$ cat config.mk
export PLATFORM = sky130hd
export DESIGN_NAME = evr_trig
export DESIGN_NICKNAME = d
export VERILOG_FILES = /design/src/rtl/core/evr_pkg.sv /design/src/rtl/core/evr_trig.sv
export SDC_FILE = /design/constraint.sdc
export NUM_CORES = 2
export LEC_CHECK = 0
export ABC_CLOCK_PERIOD_IN_PS = 17240
export BUFFER_PORTS_ARGS = -buffer_cell sky130_fd_sc_hd__buf_2
export CAP_MARGIN = 20
export CORE_UTILIZATION = 55
export CTS_CLUSTER_SIZE = 8
export DETAILED_ROUTE_END_ITERATION = 10
export PLACE_DENSITY = 0.71
export SLEW_MARGIN = 20
export SYNTH_ARGS = -nofsm -noshare
export SYNTH_HDL_FRONTEND = slang
export SYNTH_SLANG_ARGS = --single-unit
$ cat constraint.sdc
create_clock -name clk -period 17.24 [get_ports clk]
set_input_delay 0.862 -clock clk [delete_from_list [all_inputs] [get_ports clk]]
set_output_delay 0.862 -clock clk [all_outputs]
set_load 0.02 [all_outputs]
$ cat src/rtl/core/evr_pkg.sv
`timescale 1ns / 1ps

package evr_pkg;

  localparam int ANGLE_BITS_DEF = 16;
  localparam int ANGLE_REG_W    = 16;
  localparam int COORD_W        = 32;
  localparam int TRIG_W         = 16;
  localparam int NUM_CELLS      = 3;
  localparam int REG_INDEX_W    = 2;

  localparam logic [REG_INDEX_W-1:0] REG_ANGLE_X = 2'd0;
  localparam logic [REG_INDEX_W-1:0] REG_ANGLE_Y = 2'd1;
  localparam logic [REG_INDEX_W-1:0] REG_ANGLE_Z = 2'd2;

  // Odd-power coefficients of the sine polynomial, unsigned Q30
  localparam logic [31:0] POLY_C1 = 32'd1686629713;
  localparam logic [31:0] POLY_C3 = 32'd693598668;
  localparam logic [31:0] POLY_C5 = 32'd85569306;
  localparam logic [31:0] POLY_C7 = 32'd5026996;
  localparam logic [31:0] POLY_C9 = 32'd172273;

  // Coordinates travelling down the chain: (u, v) is the pair a cell rotates,
  // w passes through untouched.
  typedef struct packed {
    logic signed [COORD_W-1:0] u;
    logic signed [COORD_W-1:0] v;
    logic signed [COORD_W-1:0] w;
    logic                      sat;
  } evr_vec_t;

  // One sine or cosine value from the trig sequencer
  typedef struct packed {
    logic                     we;
    logic [REG_INDEX_W-1:0]   dest;
    logic                     is_cos;
    logic signed [TRIG_W-1:0] val;
  } trig_wr_t;

  // Load strobes seen by one cell
  typedef struct packed {
    logic                     sin_we;
    logic                     cos_we;
    logic signed [TRIG_W-1:0] val;
  } trig_load_t;

endpackage

$ cat src/rtl/core/evr_trig.sv
`timescale 1ns / 1ps

module evr_trig import evr_pkg::*; #(
  parameter int ANGLE_BITS = ANGLE_BITS_DEF
) (
  input  logic                   clk,
  input  logic                   rst,
  input  logic                   restart,
  input  logic [ANGLE_REG_W-1:0] angle [NUM_CELLS],
  output logic                   busy,
  output trig_wr_t               wr
);

  localparam int QB = ANGLE_BITS - 2;
  localparam logic [2:0] JOB_LAST = 3'(2 * NUM_CELLS - 1);

  localparam logic [2:0] ST_SQUARE = 3'd0;
  localparam logic [2:0] ST_C7     = 3'd1;
  localparam logic [2:0] ST_C5     = 3'd2;
  localparam logic [2:0] ST_C3     = 3'd3;
  localparam logic [2:0] ST_C1     = 3'd4;
  localparam logic [2:0] ST_SCALE  = 3'd5;
  localparam logic [2:0] ST_OUT    = 3'd6;

  typedef enum logic [1:0] {
    T_IDLE = 2'b01,
    T_RUN  = 2'b10
  } trig_state_t;

  trig_state_t state;
  logic [2:0]  job;
  logic [2:0]  step;
  logic [30:0] t2;
  logic [31:0] p;

  logic [ANGLE_REG_W+ANGLE_BITS-1:0] ang_wide;
  logic [ANGLE_BITS-1:0]             ang;
  logic [1:0]                        quad;
  logic [QB:0]                       q;
  logic [30:0]                       t;
  logic [30:0]                       mul_a;
  logic [31:0]                       mul_b;
  logic [62:0]                       prod;
  logic [31:0]                       p_next;
  logic [17:0]                       rnd;
  logic [14:0]                       mag;

  function automatic logic [31:0] poly_coef(input logic [2:0] s);
    logic [31:0] c;
    case (s)
      ST_C7:   c = POLY_C7;
      ST_C5:   c = POLY_C5;
      ST_C3:   c = POLY_C3;
      default: c = POLY_C1;
    endcase
    return c;
  endfunction

  // Odd jobs are cosines: sin of the angle plus a quarter turn
  always_comb begin
    ang_wide = {{ANGLE_BITS{1'b0}}, angle[job[2:1]]};
    ang      = ang_wide[ANGLE_BITS-1:0]
             + (job[0] ? (ANGLE_BITS'(1) << QB) : ANGLE_BITS'(0));
    quad     = ang[ANGLE_BITS-1 -: 2];
    q        = quad[0] ? ({1'b1, {QB{1'b0}}} - {1'b0, ang[QB-1:0]})
                       : {1'b0, ang[QB-1:0]};
    t        = 31'(q) << (30 - QB);
  end

  always_comb begin
    mul_a = (step == ST_SQUARE || step == ST_SCALE) ? t : t2;
    if (step == ST_SQUARE) begin
      mul_b = {1'b0, t};
    end else if (step == ST_C7) begin
      mul_b = POLY_C9;
    end else begin
      mul_b = p;
    end
    prod = 63'(mul_a) * 63'(mul_b);
    if (step == ST_SCALE) begin
      p_next = prod[61:30];
    end else begin
      p_next = poly_coef(step) - prod[61:30];
    end
  end

  always_comb begin
    rnd       = 18'(p[31:15]) + 18'(p[14]);
    mag       = (rnd > 18'd32767) ? 15'h7FFF : rnd[14:0];
    wr.we     = (state == T_RUN) && (step == ST_OUT);
    wr.dest   = job[2:1];
    wr.is_cos = job[0];
    wr.val    = quad[1] ? -$signed({1'b0, mag}) : $signed({1'b0, mag});
  end

  assign busy = (state == T_RUN);

  always_ff @(posedge clk) begin
    if (rst || restart) begin
      state <= T_RUN;
      job   <= '0;
      step  <= ST_SQUARE;
    end else begin
      unique case (state)
        T_IDLE: begin
          state <= T_IDLE;
        end
        T_RUN: begin
          if (step == ST_OUT) begin
            step <= ST_SQUARE;
            if (job == JOB_LAST) begin
              state <= T_IDLE;
            end else begin
              job <= job + 3'd1;
            end
          end else begin
            step <= step + 3'd1;
          end
        end
        default: state <= T_IDLE;
      endcase
    end
  end

  always_ff @(posedge clk) begin
    if (step == ST_SQUARE) begin
      t2 <= prod[60:30];
    end else if (step != ST_OUT) begin
      p <= p_next;
    end
  end

endmodule

==> After elaboration in Yosys (flattened, before gate mapping) <==
Cells that the tools add are included.
{ "word_totals": {"reg_bits": 71, "romBits": 0, "memories": 0, "input_bits": 51, "latchBits": 0, "ram_bits": 0, "word_cells": 52} }
{ "classes": {"shift": 0, "div_mod_pow": 0, "n_lt_le_gt_ge": 2, "n_mux": 17, "n_mul": 1, "eq_ne": 10, "addsub": 7, "bitwise": 3, "reduce_logical": 7} }
{ "op_table": {"columns": ["operator", "n"], "rows": [
  ["32-bit 2-to-1 mux", 4],
  ["31-bit case mux with 3 select lines", 1],
  ["31-bit by 32-bit multiplier with 62-bit output", 1],
  ["16-bit 2-to-1 mux", 3],
  ["15-bit 2-to-1 mux", 3],
  ["16-bit binary-select mux with 2-bit select", 1],
  ["32-bit subtractor", 1],
  ["31-bit 2-to-1 mux", 1],
  ["17-bit by 1-bit adder with 18-bit output", 1],
  ["18-bit by 15-bit greater-than comparator with 1-bit output, second input constant", 1],
  ["16-bit by 15-bit adder with 16-bit output", 1],
  ["15-bit negator with 16-bit output", 1],
  ["15-bit by 14-bit subtractor with 15-bit output, first input constant", 1],
  ["3-bit equality test, second input constant", 3],
  ["3-bit by 1-bit adder with 3-bit output, second input constant", 2],
  ["3-bit by 2-bit equality test with 1-bit output, second input constant", 2],
  ["2-bit 2-to-1 mux", 3],
  ["2-bit by 1-bit != test with 1-bit output, second input constant", 2],
  ["2-bit AND reduction", 2],
  ["3-bit by 1-bit equality test with 1-bit output, second input constant", 1],
  ["3-bit >= comparator, second input constant", 1],
  ["3-bit zero test", 1],
  ["3-bit 2-to-1 mux", 1],
  ["3-bit != test, second input constant", 1],
  ["6 further kinds", 8]
]} }

==> Logic depth before layout (Yosys ltp) <==
{ "depth": {"word_depth": 11, "ltp_mapped": 54, "depth_no_buf": 48} }

==> Least setup slack after synthesis <==
OpenSTA, ideal clock, no wires.
{ "synth_timing": {"kind": "reg2reg", "startpoint": "register job[1]", "endpoint": "register p[24] (data pin)", "setup_ns": 0.260, "n_path_buf": 5, "period_less_slack_ns": 11.500, "stages_incl_launch_ff": 43, "slack_ns": 5.740, "arrival_ns": 11.240, "cell_sequence": "dfxtp_1 -> buf_6 -> buf_1 -> mux2i_1 -> o21ai_0 -> ha_1 -> clkbuf_1 -> inv_1 -> a31o_2 -> xnor2_1 -> o21ai_1 -> clkbuf_1 -> nand2_1 -> fa_1 -> inv_1 -> fa_1 -> inv_1 -> fa_1 -> [7 not listed] -> clkbuf_2 -> nand2_1 -> o21ai_1 -> nor3_1 -> a2111oi_0 -> a21oi_1 -> o21ai_0 -> xnor2_1 -> ha_1 -> or4_1 -> o211ai_1 -> o31a_1 -> nor3b_2 -> o21ai_1 -> a31o_2 -> a21oi_1 -> xnor2_1 -> mux2_2"} }
{ "synth_via": {"elab_chain_cells": 11, "elab_cells_between_ends": 12, "classes_between": "add/sub: 3; mul: 1; mux: 7; bitwise: 1"} }
{ "synth_rtl": {"columns": ["element", "line", "text"], "rows": [
  ["from (decl)", "evr_trig.sv:31", "logic [2:0] job;"],
  ["from (signal assigned)", "evr_trig.sv:114", "job <= job + 3'd1;"],
  ["2-bit NOT with 3-bit output (implied by the code) (*)", "evr_trig.sv:61", "ang_wide = {{ANGLE_BITS{1'b0}}, angle[job[2:1]]};"],
  ["16-bit binary-select mux with 2-bit select (*)", "evr_trig.sv:61", null],
  ["16-bit 2-to-1 mux (implied by the code) (*) (2 in a row)", "evr_trig.sv:61", null],
  ["16-bit by 15-bit adder with 16-bit output (*)", "evr_trig.sv:63", "+ (job[0] ? (ANGLE_BITS'(1) << QB) : ANGLE_BITS'(0));"],
  ["15-bit by 14-bit subtractor with 15-bit output", "evr_trig.sv:65", "q = quad[0] ? ({1'b1, {QB{1'b0}}} - {1'b0, ang[QB-1:0]})"],
  ["15-bit 2-to-1 mux (*)", "evr_trig.sv:65", null],
  ["31-bit 2-to-1 mux / 32-bit 2-to-1 mux (equally long branches)", "evr_trig.sv:71, evr_trig.sv:72", null],
  ["31-bit by 32-bit multiplier with 62-bit output (*)", "evr_trig.sv:79", "prod = 63'(mul_a) * 63'(mul_b);"],
  ["32-bit subtractor", "evr_trig.sv:83", "p_next = poly_coef(step) - prod[61:30];"],
  ["32-bit 2-to-1 mux (*)", "evr_trig.sv:80", "if (step == ST_SCALE) begin"],
  ["via p_next[24]", "evr_trig.sv:44", "logic [31:0] p_next;"],
  ["to (signal assigned)", "evr_trig.sv:129", "p <= p_next;"],
  ["to (decl)", "evr_trig.sv:34", "logic [31:0] p;"]
]} }
Mark *: on every way through the listed nets, which the timed path passes. The rest lies on a longest branch. The select of a mux whose other input is x is not followed.
A chain may end at the register's enable or synchronous reset.

==> Worst setup path after layout <==
{ "layout_timing": {"startpoint": "register job[2]", "endpoint": "register p[29] (data pin)"} }
{ "layout_via": {"elab_chain_cells": 11, "elab_cells_between_ends": 12, "classes_between": "add/sub: 3; mul: 1; mux: 7; bitwise: 1"} }
{ "layout_rtl": {"columns": ["element", "line", "text"], "rows": [
  ["2-bit NOT with 3-bit output (implied by the code) (*)", "evr_trig.sv:61", null],
  ["16-bit binary-select mux with 2-bit select (*)", "evr_trig.sv:61", null],
  ["16-bit 2-to-1 mux (implied by the code) (*) (2 in a row)", "evr_trig.sv:61", null],
  ["16-bit by 15-bit adder with 16-bit output (*)", "evr_trig.sv:63", null],
  ["15-bit by 14-bit subtractor with 15-bit output", "evr_trig.sv:65", null],
  ["15-bit 2-to-1 mux (*)", "evr_trig.sv:65", null],
  ["31-bit 2-to-1 mux / 32-bit 2-to-1 mux (equally long branches)", "evr_trig.sv:71, evr_trig.sv:72", null],
  ["31-bit by 32-bit multiplier with 62-bit output (*)", "evr_trig.sv:79", null],
  ["via prod[46]", "evr_trig.sv:43", "logic [62:0] prod;"],
  ["32-bit subtractor (*)", "evr_trig.sv:83", null],
  ["32-bit 2-to-1 mux (*)", "evr_trig.sv:80", null],
  ["via p_next[29]", "evr_trig.sv:44", null]
]} }
Marked as above.

==> flow_metrics.py <==
metrics = {
    "worst_setup_path": {
        "cp.required_ns": 17.34,
        "setup.worst_path.end_class": "flop",
        "critical_path.max_stage_delay_ns": 0.98,
        "critPathCapture": "p[29]",
        "cp_data_arrival_time_ns": 13.50,
        "reg2regPathDepth": 43,
        "crit_path_max_fanout": 21,
        "cp_num_cells": 43,
        "r2r-end": "p[29]",
        "r2r-start": "job[2]",
        "crit_buf_inv": 6,
        "cpMaxStageDelayCell": "a2111oi_0",
        "critPathLaunchType": "flop",
        "cp_top_family": "adder cells",
        "cpMostUsedCell": "fa_1",
        "r2r_setup_slack_ns": 3.85,
        "crit_type": "flop to flop",
        "critPathLaunch": "job[2]",
    },
    "sta": {
        "period_share_pct": 77.7,
        "min_period_ns": 13.39,
        "slew_headroom_pct": 25.9,
        "fmax_ghz": 0.0747,
        "drv_slew": 0,
        "tns_ns": 0,
        "setup_viol": 0,
        "hold_viol": 0,
        "fin_skew_ns": 0.00734,
        "worst_pin_slew_ns": 1.08,
        "rsz0062_at_grt": "no",
        "setup_ws_ns": 3.85,
        "hold_slack_ns": 0.589,
    },
    "cells_and_area": {
        "num_antenna_cells": 0,
        "final_nets": 5470,
        "drive_gt1_share_pct": 5.42,
        "fin_cells": 5141,
        "syn2layout_area_growth_pct": 4.46,
    },
    "floorplan": {
        "io_pins": 72,
        "fp.dieW_um": 261,
        "start_util_pct": 55.8,
        "num_rows": 94,
        "die_y_um": 261,
        "coreArea_um2": 66000,
        "dieArea_um2": 68000,
    },
    "clock_tree": {
        "h-tree-depth": 3,
        "cts_sinks": 71,
        "cts_buffer_depth": 2,
        "postCtsHoldBufs": 0,
        "clock_latency_ns": 0.35,
        "cts_root_buf": "clkbuf_16",
        "cts_tree": "done",
        "clk_pin_slew_ns": 0.06,
        "postCtsSetupBuffers": 0,
        "cts_buffers": 9,
        "cts_resized": 0,
    },
    "min_path": {
        "holdPathStages": 2,
        "min_path_type": "flop to flop",
    },
    "placement": {
        "hpwl_um": 91600,
        "place_ws_ns": 3.83,
        "gp_congestion": 1.06,
        "port_buffers": 71,
        "dp_cells": 5124,
    },
    "routing": {
        "drtIter0Drc": 2438,
        "via_per_inst": 5.82,
        "dr_total_vias": 29928,
        "dr.pass1.iters": 6,
        "ant_nets": 0,
        "routed_wirelength_um": 118000,
        "route.detailed.drc": 0,
        "wl_per_cell_um": 23.0,
    },
    "global_route": {
        "use_met1_pct": 46.0,
        "gr-usage-all-layers_pct": 36.7,
        "grt_max_degree": 56,
        "busiest_layer": "met2",
        "met2_usage_pct": 58.9,
        "grt.overflow.total": 0,
        "grt_pass1_wl_um": 186000,
        "grt_pass1_vias": 32048,
        "antenna_found_initial": 1,
        "grtUsageMet3_pct": 7.89,
    },
    "logic_synthesis": {
        "ys_warn_count": 0,
        "synth-edff-count": 63,
        "syn_inst": 4320,
        "synthFlopType": "edfxtp_1",
        "ys_seq_elements": 71,
        "async_reset_ff_share_pct": 0,
        "seq_area_frac_synth_pct": 5.57,
        "synth_fp_nets": 5518,
        "post_synth.cell_area_avg_um2": 8.52,
        "ys_types": 82,
        "synth_area_um2": 36800,
    },
    "flow_run": {
        "cap_violations": 0,
    },
    "outcome": {
        "status": "finished clean",
    },
}
[through the flow]
stage / utilization [%] / instance area (µm²)
3_3_place_gp: 57.8 / 38100
3_5_place_dp: 57.8 / 38100
4_1_cts: 58.3 / 38400
2_1_floorplan: - / 36800
5_1_grt: 58.3 / 38500
6_report: 58.3 / 38500
[area by class of cell]
cell class              instances  area (µm²)
fillers                      5973       27500
clock inverters                 6        85.1
multi-input cells            3054       30300
inverters                     980        3690
clock buffers                  10         229
repair buffers                156         993
well taps                     864        1080
flip-flops and latches         71        2050
[cells in the final DEF (no fill, tap or decap), types with 4 or more instances in the layout]
cell       instances
a2111oi_0          4
a211oi_1           4
a21o_1            25
a21oi_1          113
a31o_2             6
a31oi_1           11
and2_1            35
and3_1            27
and4_1             8
buf_2             71
buf_4             85
clkbuf_16          9
dfxtp_1            8
edfxtp_1          63
fa_1             865
ha_1             282
inv_1            977
mux2_2             4
mux2i_1           21
nand2_1          852
nand2b_1          33
nand3_1           19
nand4_1           27
nor2_1           336
nor2b_1            9
nor3_1            15
o211a_1            6
o211ai_1           8
o21a_1            39
o21ai_0           72
o21ai_1           15
o21ai_2           16
o21bai_1          14
o31ai_1            7
or2_2              8
or3_1              7
or4_1              4
xnor2_1           58
xor2_1            37
[worst min-delay path by stage]
| stage | endpoint | slack (ns) | from |
|---|---|---|---|
| 2_1_floorplan | step[0] | 0.54 | step[0] |
| 3_5_place_dp | step[0] | 0.58 | step[0] |
| 6_report | step[0] | 0.59 | step[0] |
| 5_1_grt | step[0] | 0.67 | step[0] |
| 4_1_cts | step[0] | 0.59 | step[0] |
| 3_3_place_gp | step[0] | 0.57 | step[0] |
[state kept, by name, indices dropped and copies added, names as in the netlist]
name	count
job	3
p	32
step	3
t2	31
state	2
[cells by family after synthesis]
logic type	after synthesis	synth area share, %
flops	71	5.57
xor+xnor	96	2.33
mux	25	0.693
buf+inv	1195	12.3
simple gates	1403	15.8
fa+ha+maj	1147	56.6
compound gates	383	6.66
[layer usage]
metal	wire [µm]	vias up
met5	13	-
met4	7910	2
met3	11900	420
met2	54700	1578
met1	43500	15167
li1	-	12761
[worst reg2reg max path: cells and delay by family, from the launching register on]
kind,cells,cell delay (ns)
adder cells (fa/ha/maj),11,5.06
flip-flops,1,0.72
AO/OA/AOI/OAI,17,4.53
buffers and inverters,6,0.42
AND/OR/NAND/NOR,7,1.64
XOR/XNOR,2,0.79
[synth_stat cells, types with 33 or more instances]
cell type	number	share of area, %
xnor2_1	58	1.4
and2_1	37	0.63
ha_1	282	9.6
nand2_1	852	8.7
fa_1	865	47
inv_1	978	10
o21a_1	39	0.80
clkbuf_1	195	2.0
edfxtp_1	63	5.1
nand2b_1	33	0.56
xor2_1	37	0.88
o21ai_0	86	1.2
a21oi_1	114	1.5
nor2_1	338	3.4
Power is not shown: default switching activity piles up to over one toggle a cycle in this logic, so the estimate is an artifact.
